==> src/sv/lru_pkg.sv <==
package lru_pkg;

    localparam int FRAMES    = 8;
    localparam int PAGE_BITS = 16;
    localparam int FIDX_W    = (FRAMES > 1) ? $clog2(FRAMES) : 1;
    localparam int RANK_W    = FIDX_W;
    localparam int CNT_W     = $clog2(FRAMES + 1);
    localparam int ACT_W     = 4;
    localparam int FAULT_W   = 32;

    localparam logic [ACT_W-1:0] ACT_RESET = ACT_W'(FRAMES);

    typedef enum logic [1:0] {
        ST_IDLE,
        ST_LOOKUP,
        ST_UPDATE
    } state_t;

    typedef struct packed {
        logic capture;
        logic lookup;
        logic update;
    } lru_cmd_t;

endpackage

==> src/sv/lru_ctrl.sv <==
module lru_ctrl
    import lru_pkg::*;
(
    input  logic     clk,
    input  logic     rst_n,
    input  logic     req_valid,
    output logic     req_stall,
    output logic     rsp_valid,
    input  logic     rsp_stall,
    output lru_cmd_t cmd
);

    state_t state_reg;
    state_t state_next;
    logic   out_valid_reg;
    logic   out_valid_next;
    logic   out_free;

    assign out_free = !out_valid_reg || !rsp_stall;

    always_comb
    begin
        state_next = state_reg;
        unique case (state_reg)
            ST_IDLE:
            begin
                if (req_valid)
                begin
                    state_next = ST_LOOKUP;
                end
            end
            ST_LOOKUP:
            begin
                state_next = ST_UPDATE;
            end
            ST_UPDATE:
            begin
                if (out_free)
                begin
                    state_next = ST_IDLE;
                end
            end
            default:
            begin
                state_next = ST_IDLE;
            end
        endcase
    end

    always_comb
    begin
        cmd       = '0;
        req_stall = 1'b1;
        unique case (state_reg)
            ST_IDLE:
            begin
                req_stall   = 1'b0;
                cmd.capture = req_valid;
            end
            ST_LOOKUP:
            begin
                cmd.lookup = 1'b1;
            end
            ST_UPDATE:
            begin
                cmd.update = out_free;
            end
            default:
            begin
                req_stall = 1'b1;
            end
        endcase
    end

    always_comb
    begin
        out_valid_next = out_valid_reg && rsp_stall;
        if (cmd.update)
        begin
            out_valid_next = 1'b1;
        end
    end

    always_ff @(posedge clk or negedge rst_n)
    begin
        if (!rst_n)
        begin
            state_reg     <= ST_IDLE;
            out_valid_reg <= 1'b0;
        end
        else
        begin
            state_reg     <= state_next;
            out_valid_reg <= out_valid_next;
        end
    end

    assign rsp_valid = out_valid_reg;

endmodule

==> src/sv/lru_dp.sv <==
module lru_dp
    import lru_pkg::*;
(
    input  logic                 clk,
    input  logic                 rst_n,
    input  lru_cmd_t             cmd,
    input  logic                 cfg_wr_en,
    input  logic [ACT_W-1:0]     cfg_wr_data,
    input  logic [PAGE_BITS-1:0] page_number,
    output logic                 hit,
    output logic [FIDX_W-1:0]    frame_index,
    output logic                 evicted_valid,
    output logic [PAGE_BITS-1:0] evicted_page,
    output logic [FAULT_W-1:0]   fault_total
);

    logic [PAGE_BITS-1:0] page_reg;
    logic [ACT_W-1:0]     active_reg;
    logic [PAGE_BITS-1:0] res_page_reg [FRAMES];
    logic [FRAMES-1:0]    valid_reg;
    logic [FRAMES-1:0]    valid_next;
    logic [RANK_W-1:0]    rank_reg     [FRAMES];
    logic [RANK_W-1:0]    rank_next    [FRAMES];
    logic [FAULT_W-1:0]   fault_reg;
    logic [FAULT_W-1:0]   fault_next;

    // lookup results
    logic                 hit_reg;
    logic [FIDX_W-1:0]    hit_idx_reg;
    logic                 empty_reg;
    logic [FIDX_W-1:0]    empty_idx_reg;
    logic [FIDX_W-1:0]    lru_idx_reg;
    logic [CNT_W-1:0]     nvalid_reg;

    logic [CNT_W-1:0]     eff_active;
    logic [FRAMES-1:0]    act_mask;
    logic [FRAMES-1:0]    match_vec;
    logic [FRAMES-1:0]    empty_vec;
    logic                 hit_next;
    logic [FIDX_W-1:0]    hit_idx_next;
    logic                 empty_next;
    logic [FIDX_W-1:0]    empty_idx_next;
    logic [FIDX_W-1:0]    lru_idx_next;
    logic [CNT_W-1:0]     nvalid_next;

    logic [FIDX_W-1:0]    tgt;
    logic [CNT_W-1:0]     old_rank;
    logic                 evict;

    always_comb
    begin
        if (active_reg == '0)
        begin
            eff_active = CNT_W'(1);
        end
        else if (32'(active_reg) > FRAMES)
        begin
            eff_active = CNT_W'(FRAMES);
        end
        else
        begin
            eff_active = CNT_W'(active_reg);
        end
    end

    always_comb
    begin
        hit_idx_next   = '0;
        empty_idx_next = '0;
        lru_idx_next   = '0;
        nvalid_next    = '0;
        for (int i = 0; i < FRAMES; i++)
        begin
            act_mask[i]  = CNT_W'(i) < eff_active;
            match_vec[i] = act_mask[i] && valid_reg[i] && (res_page_reg[i] == page_reg);
            empty_vec[i] = act_mask[i] && !valid_reg[i];
            nvalid_next  = nvalid_next + CNT_W'(valid_reg[i]);
        end
        for (int i = FRAMES - 1; i >= 0; i--)
        begin
            if (match_vec[i])
            begin
                hit_idx_next = FIDX_W'(i);
            end
            if (empty_vec[i])
            begin
                empty_idx_next = FIDX_W'(i);
            end
        end
        for (int i = 1; i < FRAMES; i++)
        begin
            if (act_mask[i] && (rank_reg[i] > rank_reg[lru_idx_next]))
            begin
                lru_idx_next = FIDX_W'(i);
            end
        end
        hit_next   = |match_vec;
        empty_next = |empty_vec;
    end

    always_comb
    begin
        priority if (hit_reg)
        begin
            tgt = hit_idx_reg;
        end
        else if (empty_reg)
        begin
            tgt = empty_idx_reg;
        end
        else
        begin
            tgt = lru_idx_reg;
        end
        old_rank = (!hit_reg && empty_reg) ? nvalid_reg : CNT_W'(rank_reg[tgt]);
        evict    = !hit_reg && !empty_reg;

        valid_next = valid_reg;
        valid_next[tgt] = 1'b1;
        for (int i = 0; i < FRAMES; i++)
        begin
            rank_next[i] = rank_reg[i];
            if (FIDX_W'(i) == tgt)
            begin
                rank_next[i] = '0;
            end
            else if (valid_reg[i] && (CNT_W'(rank_reg[i]) < old_rank))
            begin
                rank_next[i] = rank_reg[i] + RANK_W'(1);
            end
        end

        fault_next = fault_reg;
        if (!hit_reg && (fault_reg != '1))
        begin
            fault_next = fault_reg + FAULT_W'(1);
        end
    end

    always_ff @(posedge clk or negedge rst_n)
    begin
        if (!rst_n)
        begin
            active_reg <= ACT_RESET;
            valid_reg  <= '0;
            fault_reg  <= '0;
            for (int i = 0; i < FRAMES; i++)
            begin
                rank_reg[i] <= '0;
            end
        end
        else
        begin
            if (cfg_wr_en)
            begin
                active_reg <= cfg_wr_data;
            end
            if (cmd.update)
            begin
                valid_reg <= valid_next;
                fault_reg <= fault_next;
                for (int i = 0; i < FRAMES; i++)
                begin
                    rank_reg[i] <= rank_next[i];
                end
            end
        end
    end

    always_ff @(posedge clk)
    begin
        if (cmd.capture)
        begin
            page_reg <= page_number;
        end
        if (cmd.lookup)
        begin
            hit_reg       <= hit_next;
            hit_idx_reg   <= hit_idx_next;
            empty_reg     <= empty_next;
            empty_idx_reg <= empty_idx_next;
            lru_idx_reg   <= lru_idx_next;
            nvalid_reg    <= nvalid_next;
        end
        if (cmd.update)
        begin
            res_page_reg[tgt] <= page_reg;
            hit               <= hit_reg;
            frame_index       <= tgt;
            evicted_valid     <= evict;
            evicted_page      <= evict ? res_page_reg[tgt] : '0;
            fault_total       <= fault_next;
        end
    end

endmodule

==> src/sv/lru_page_replacement_unit.sv <==
// a taken request runs through capture, parallel frame lookup and update, and the response
// is registered at update; a new request is taken only once the last one is updated
// the output register holds a stalled response; the next request is taken meanwhile
// reset: all frames empty, ranks and fault count zero, active_frames = 8
module lru_page_replacement_unit
    import lru_pkg::*;
(
    input  logic                 clk,
    input  logic                 rst_n,
    input  logic                 cfg_wr_en,
    input  logic [ACT_W-1:0]     cfg_wr_data,
    input  logic                 req_valid,
    output logic                 req_stall,
    input  logic [PAGE_BITS-1:0] page_number,
    output logic                 rsp_valid,
    input  logic                 rsp_stall,
    output logic                 hit,
    output logic [FIDX_W-1:0]    frame_index,
    output logic                 evicted_valid,
    output logic [PAGE_BITS-1:0] evicted_page,
    output logic [FAULT_W-1:0]   fault_total
);

    lru_cmd_t cmd;

    lru_ctrl u_ctrl (
        .clk       (clk),
        .rst_n     (rst_n),
        .req_valid (req_valid),
        .req_stall (req_stall),
        .rsp_valid (rsp_valid),
        .rsp_stall (rsp_stall),
        .cmd       (cmd)
    );

    lru_dp u_dp (
        .clk           (clk),
        .rst_n         (rst_n),
        .cmd           (cmd),
        .cfg_wr_en     (cfg_wr_en),
        .cfg_wr_data   (cfg_wr_data),
        .page_number   (page_number),
        .hit           (hit),
        .frame_index   (frame_index),
        .evicted_valid (evicted_valid),
        .evicted_page  (evicted_page),
        .fault_total   (fault_total)
    );

endmodule

==> config.mk <==
export PLATFORM = sky130hd
export DESIGN_NAME = lru_page_replacement_unit
export DESIGN_NICKNAME = d
export VERILOG_FILES = /design/src/sv/lru_pkg.sv /design/src/sv/lru_ctrl.sv /design/src/sv/lru_dp.sv /design/src/sv/lru_page_replacement_unit.sv
export SDC_FILE = /design/constraint.sdc
export NUM_CORES = 1
export LEC_CHECK = 0
export BUFFER_PORTS_ARGS = -buffer_cell sky130_fd_sc_hd__buf_2
export CAP_MARGIN = 20
export CORE_ASPECT_RATIO = 0.5
export CORE_MARGIN = 10
export CORE_UTILIZATION = 55
export DETAILED_ROUTE_END_ITERATION = 6
export PLACE_DENSITY = 0.72
export SLEW_MARGIN = 10
export SYNTH_ARGS = -nofsm -noshare
export SYNTH_HDL_FRONTEND = slang
export SYNTH_SLANG_ARGS = --single-unit
==> constraint.sdc <==
create_clock -name clk -period 11 [get_ports clk]
set_clock_uncertainty 0.05 [all_clocks]
set_input_delay 2.2 -clock clk [delete_from_list [all_inputs] [get_ports clk]]
set_output_delay 2.2 -clock clk [all_outputs]
set_load 0.01 [all_outputs]
; After elaboration in Yosys (flattened, before gate mapping)
; Memory sizes are Yosys's and may differ from the RTL's. A register that Yosys moved wholly into a read port is not among the register bits.
; Index checks and enable logic that the tools add are counted.
[word_totals]
word_cells = 265
regBits = 139
n_memories = 1
mem_bits_rw = 128
[classes]
eq_ne = 20
add_sub_neg = 16
bitwise = 8
n_mux = 75
order_cmp = 33
reduce_logical = 84
[mem_list]
columns = name, words, width, read_ports, rd_ports_with_merged_regs, write_ports, line_no
row1 = u_dp.res_page_reg, 8, 16, 9, 1, 1, lru_dp.sv:19  ; logic [PAGE_BITS-1:0] res_page_reg [FRAMES];
[ops]
columns = operator, n
row1 = 2-to-1 mux 3 bit, 43
row2 = equality test 16 bit, 8
row3 = binary-select mux 3 bit (select 3 bit), 7
row4 = logical AND 1 bit, 44
row5 = adder 32 x 1 -> 32 bit (second input constant), 1
row6 = < comparator 3 x 4 -> 1 bit, 8
row7 = 2-to-1 mux 32 bit, 1
row8 = != test 32 bit (second input constant), 1
row9 = >= comparator 4 bit (second input constant), 7
row10 = adder 3 x 1 -> 3 bit (second input constant), 8
row11 = adder 4 x 1 -> 4 bit, 6
row12 = greater-than comparator 3 bit, 7
row13 = AND reduction 2 bit, 9
row14 = < comparator 3 x 4 -> 1 bit (first input constant), 4
row15 = 2-to-1 mux 2 bit, 8
row16 = NOT 3 -> 4 bit, 4
row17 = nonzero test 2 bit, 8
row18 = OR reduction 8 bit, 2
row19 = logical NOT 1 bit, 13
row20 = equality test 3 bit (first input constant), 4
row21 = 2-to-1 mux 4 bit, 3
row22 = 2-to-1 mux 1 bit, 11
row23 = < comparator 1 x 4 -> 1 bit (first input constant), 2
row24 = < comparator 2 x 4 -> 1 bit (first input constant), 2
row25 = 21 further kinds, 25

; Depth between registers and ports, before layout
[depth]
depth_word = 47
depth_mapped = 50

; By module
; From an unflattened synthesis, not the netlist that was laid out.
[hier_totals]
cells_unflattened = 1221
hier_area_um2 = 14971.9
[by_module_without_submodules]
columns = module, area_each_um2, n_inst, cells_each
row1 = lru_dp, 14839.2, 1, 1207
row2 = lru_ctrl, 132.6, 1, 14

; Worst setup path before layout
; OpenSTA, ideal clock, no wires.
[synth_path]
path_kind = reg-to-reg
startpoint = register u_dp.rank_reg[22] (netlist bit)
endpoint = register u_dp.lru_idx_reg[1] (data pin)
setup_slack_ps = 1834
setup_ps = 265
period_less_slack_ps = 9166
arrival_ps = 8852
n_path_buf = 2
stages_incl_launch_ff = 48
path_cell_list = dfrtp_1 -> inv_1 -> ha_1 -> nor2b_1 -> o21a_1 -> o21a_1 -> a21oi_1 -> ha_1 -> nor2b_1 -> o21a_1 -> o21ai_1 -> nor2_1 -> a21o_1 -> ha_1 -> nor2b_1 -> o21a_1 -> o21a_1 -> clkbuf_1 -> (+12 left out) -> nor2b_1 -> o21a_1 -> o21ai_0 -> o211ai_2 -> a21boi_0 -> mux2i_1 -> o21ai_0 -> inv_1 -> ha_1 -> a21o_1 -> a21oi_1 -> a311oi_1 -> mux2_2 -> ha_1 -> a21oi_1 -> nor2_1 -> nor2_1 -> nand2_1
[synth_via]
elab_chain_cells = 44
[synth_lines]
columns = item, line_no
row1 = from (decl), lru_dp.sv:22  ; logic [RANK_W-1:0] rank_reg [FRAMES];
row2 = "from (signal, indexed assignment)", lru_dp.sv:164  ; rank_reg[i] <= rank_next[i];
row3 = greater-than comparator 3 bit, lru_dp.sv:92  ; if (act_mask[i] && (rank_reg[i] > rank_reg[lru_idx_next]))
row4 = logical AND 1 bit, lru_dp.sv:92
row5 = 2-to-1 mux 1 bit, lru_dp.sv:92
row6 = NOT 1 -> 4 bit (not written as such), lru_dp.sv:92
row7 = binary-select mux 3 bit (select 3 bit), lru_dp.sv:92
row8 = 2-to-1 mux 3 bit (not written as such) (2 in a row), lru_dp.sv:92
row9 = greater-than comparator 3 bit, lru_dp.sv:92
row10 = logical AND 1 bit, lru_dp.sv:92
row11 = (+26 left out), n/a
row12 = greater-than comparator 3 bit, lru_dp.sv:92
row13 = logical AND 1 bit, lru_dp.sv:92
row14 = 2-to-1 mux 3 bit, lru_dp.sv:92
row15 = NOT 3 -> 4 bit (not written as such), lru_dp.sv:92
row16 = binary-select mux 3 bit (select 3 bit), lru_dp.sv:92
row17 = 2-to-1 mux 3 bit (not written as such) (2 in a row), lru_dp.sv:92
row18 = greater-than comparator 3 bit, lru_dp.sv:92
row19 = logical AND 1 bit, lru_dp.sv:92
row20 = to (signal assigned), lru_dp.sv:182  ; lru_idx_reg <= lru_idx_next;
row21 = to (decl), lru_dp.sv:32  ; logic [FIDX_W-1:0] lru_idx_reg;
; Parallel ways exist; a longest one is shown, timed or not. The select of a mux whose other input is x is not followed.
; A chain may end at the register's enable or synchronous reset.

; Final worst setup path
[layout_path]
startpoint = register u_dp.rank_reg[22] (netlist bit)
endpoint = register u_dp.lru_idx_reg[2] (data pin)
; The elaborated chain is that of the path after synthesis.

==> run metrics <==
fillers=2041; crit-path max FO=14; sequential cell area fraction in the yosys report=between 50% and 60%; crit path kind=reg2reg; antenna violations before repair=1; FMAX=98.91 MHz; DR DRC count=0; I/O pin count=80; number of synthesized flops with an enable pin=between 200 and 250; Net Sw Frac=approximately two fifths; unrepaired setup endpoints after global routing=false; Mapped Cells=approximately 1200; switching power total=~2.0 mW; cell area after layout=~16000 um^2; crit share post-route=around nine tenths; top_reg_cell synth=edfxtp_1; Mapped Area=14870 um^2; hold_buf cts=0; Place WS=roughly 0.74 ns; critical path arrival=10.37 ns; worst-skew pair later-pin latency=0.56 ns; VDD IR max=between 0.2 and 0.25 mV; Synth Area in Simple Gates=between 10 and 15%; register area=8144 um^2; Async SR Flop Fraction=about a quarter; largest net degree at the start of global routing=72; Initial Util=between 50% and 60%; Largest register FFs=roughly 130; first-pass GRT wire length=around 59000 um; DRT antenna net count=0; H-tree depth=1; Flop pwr share=between 30% and 40%; wire length per cell=22.56 um; Comb pwr share=between 50% and 60%; Slew Limit Fails=0; clock buffer depth=3; Setup TNS=0 ns; vias in the first global route=10177; Area Growth Syn to Fin=10.38%; Worst setup SP type=register; final net count=about 1400; Synth Area in XOR/XNOR=around 11%; Total Power=between 4 and 5 mW; outcome=completed; synthesized-area fraction occupied by adder cells=4.661%; Final min period=just over 10 ns; element type at the critical path end=register; min-delay worst type=reg2reg; Synth Warn #=0; multiplexer share of the synthesized area=between 7 and 8%; leakage power=about 6 nW; CTS tree=built; layout cells sized above 1=14.80%; drt first-iter violations=about 1100; Die Height=between 100 and 150 um; max-cap violations=0; Cell Pwr Density=298.6 nW/um^2; GRT Resource Usage Total=a little over a fifth; max incr delay on CP=~0.48 ns; IO Port Bufs=just under 80; DR vias/cell=~6.1; Num CTS Buffers=26; Slew @ Worst Pin=about 1.1 ns; CTS sink count=283; Worst Reg-to-Reg Cells=45; final worst setup slack=a little under 0.9 ns; # diodes=0; mean area per synthesized cell=12.11 um^2; Clock power frac=18.4%; num rows=42; grt ovf=0; Hold Fails Final Rpt=0; vias=10119; Root Buffer=clkbuf_16; clock-pin slew on the worst setup and hold paths=~0.070 ns; placed cell area=between 15000 and 20000 um^2; P_int=around 2.9 mW; area of the multi-input gates=6337 um^2; slew margin rel.=23.85%; RD Place Congestion=0.9456; Final HPWL DP=roughly 26000 um; final number of setup-violating endpoints=0; largest family of logic cells by synthesized area=XOR/XNOR gates; Synth cell types=66; Routed WL=around 38000 um; core region area=about 27000 um^2; Die X=approximately 250 um; CP Data Required Time=between 10 and 15 ns; Synth Register Bits=283; compound-cell area share of the yosys netlist=8.380%; Hold Crit Depth=1; Total Die Area=~34000 um^2; Crit-path slowest cell=dfrtp_1; first drt pass iteration count=5; Syn Nets=between 1000 and 1500
-- cell usage in the layout, fill, tap and decap left out, drive strengths merged, types with 7 or more instances in the layout --
cell	n
edfxtp	212
xnor2	130
nand2	115
buf	90
nor2	83
dfrtp	70
xor2	61
a21oi	55
ha	49
inv	48
nand3	42
o21ai	38
nand4	37
mux4	36
clkbuf	34
nor3	15
o21a	13
mux2i	13
nor4	12
nor2b	11
clkinv	11
a21o	10
nand2b	9
mux2	9
o22ai	8
o211ai	8
a31oi	7
-- layout make-up --
class	instances	share of cell area, %
multi-input combinational	842	38.61
clock inverter	13	0.8384
timing repair buffer	90	2.927
clock buffer	34	4.207
tap	352	2.683
sequential	283	49.61
inverter	49	1.128
-- metrics by stage --
step,utilization [%],hold slack (ns),instances
after detailed placement,58.68,0.4523,1616
after CTS,61.80,0.4651,1663
final,61.86,0.4642,1663
after global routing,61.86,0.4931,1663
after floorplan,-,0.4254,1228
after global placement,58.68,0.4443,1616
-- cell usage after synthesis (all sizes together), types with 12 or more instances --
cell type,count,area (um^2)
nand4,37,231.5
buf,13,70.07
dfrtp,70,1752
edfxtp,212,6366
clkbuf,41,153.9
nand3,42,210.2
inv,49,183.9
nor2,83,311.6
o21a,13,97.59
nor4,12,75.07
nor3,15,75.07
nand2,115,431.7
xnor2,130,1139
mux2i,13,130.1
ha,49,613.1
mux4,36,810.8
o21ai,38,201.4
a21oi,55,275.3
xor2,61,534.3
-- path summary, 6_finish.rpt --
| path | start | end | slack [ns] |
|---|---|---|---|
| min in group asynchronous | rst_n | u_dp.fault_reg[6]$_DFFE_PN0P_ | 1.73 |
| worst max-delay path | u_dp.rank_reg[22]$_DFFE_PN0P_ | u_dp.lru_idx_reg[2]$_SDFFCE_PP1N_ | 0.89 |
| max in group asynchronous | rst_n | u_dp.rank_reg[15]$_DFFE_PN0P_ | 8.54 |
| worst min register to register | u_dp.fault_reg[9]$_DFFE_PN0P_ | u_dp.fault_reg[9]$_DFFE_PN0P_ | 0.46 |
| worst min-delay path | u_dp.fault_reg[9]$_DFFE_PN0P_ | u_dp.fault_reg[9]$_DFFE_PN0P_ | 0.46 |
| worst max register to register | u_dp.rank_reg[22]$_DFFE_PN0P_ | u_dp.lru_idx_reg[2]$_SDFFCE_PP1N_ | 0.89 |
-- routing by layer --
layer,track usage (%),share of wire [%],vias to the layer above
met5,0,0,-
met4,7.394,3.2,0
met3,5.050,7.7,70
met2,36.18,48,420
met1,28.03,41,5014
li1,-,-,4615
-- timing repair --
action | in CTS | in global routing
endpoints found under the setup margin | 0 | 3
setup buffers | 0 | 0
resized for setup | 0 | 3
-- power groups by stage --
stage	clock network (mW)	registers [mW]	logic, mW
2_1_floorplan	0	1.49	1.86
3_3_place_gp	0	1.55	2.31
3_5_place_dp	0	1.56	2.39
4_1_cts	0.914	1.54	2.41
5_1_grt	0.957	1.56	2.76
6_report	0.903	1.54	2.46
-- worst max-delay path, delay by kind of cell, from the launching register on --
kind / cells / cell delay (ns)
compound gates: 23 / 5.20
fa+ha+maj: 7 / 2.09
simple gates: 10 / 1.19
mux: 3 / 0.66
flops: 1 / 0.48
buf+inv: 2 / 0.20
-- cell families after synthesis --
family | Yosys count
and+or+nand+nor | 352
buffers and inverters | 103
adders and majority gates | 53
AOI/OAI and AO/OA | 188
xor gates and xnor gates | 191
DFF | 283
muxes | 58
Note: power is estimated with default switching activity, not from simulation.
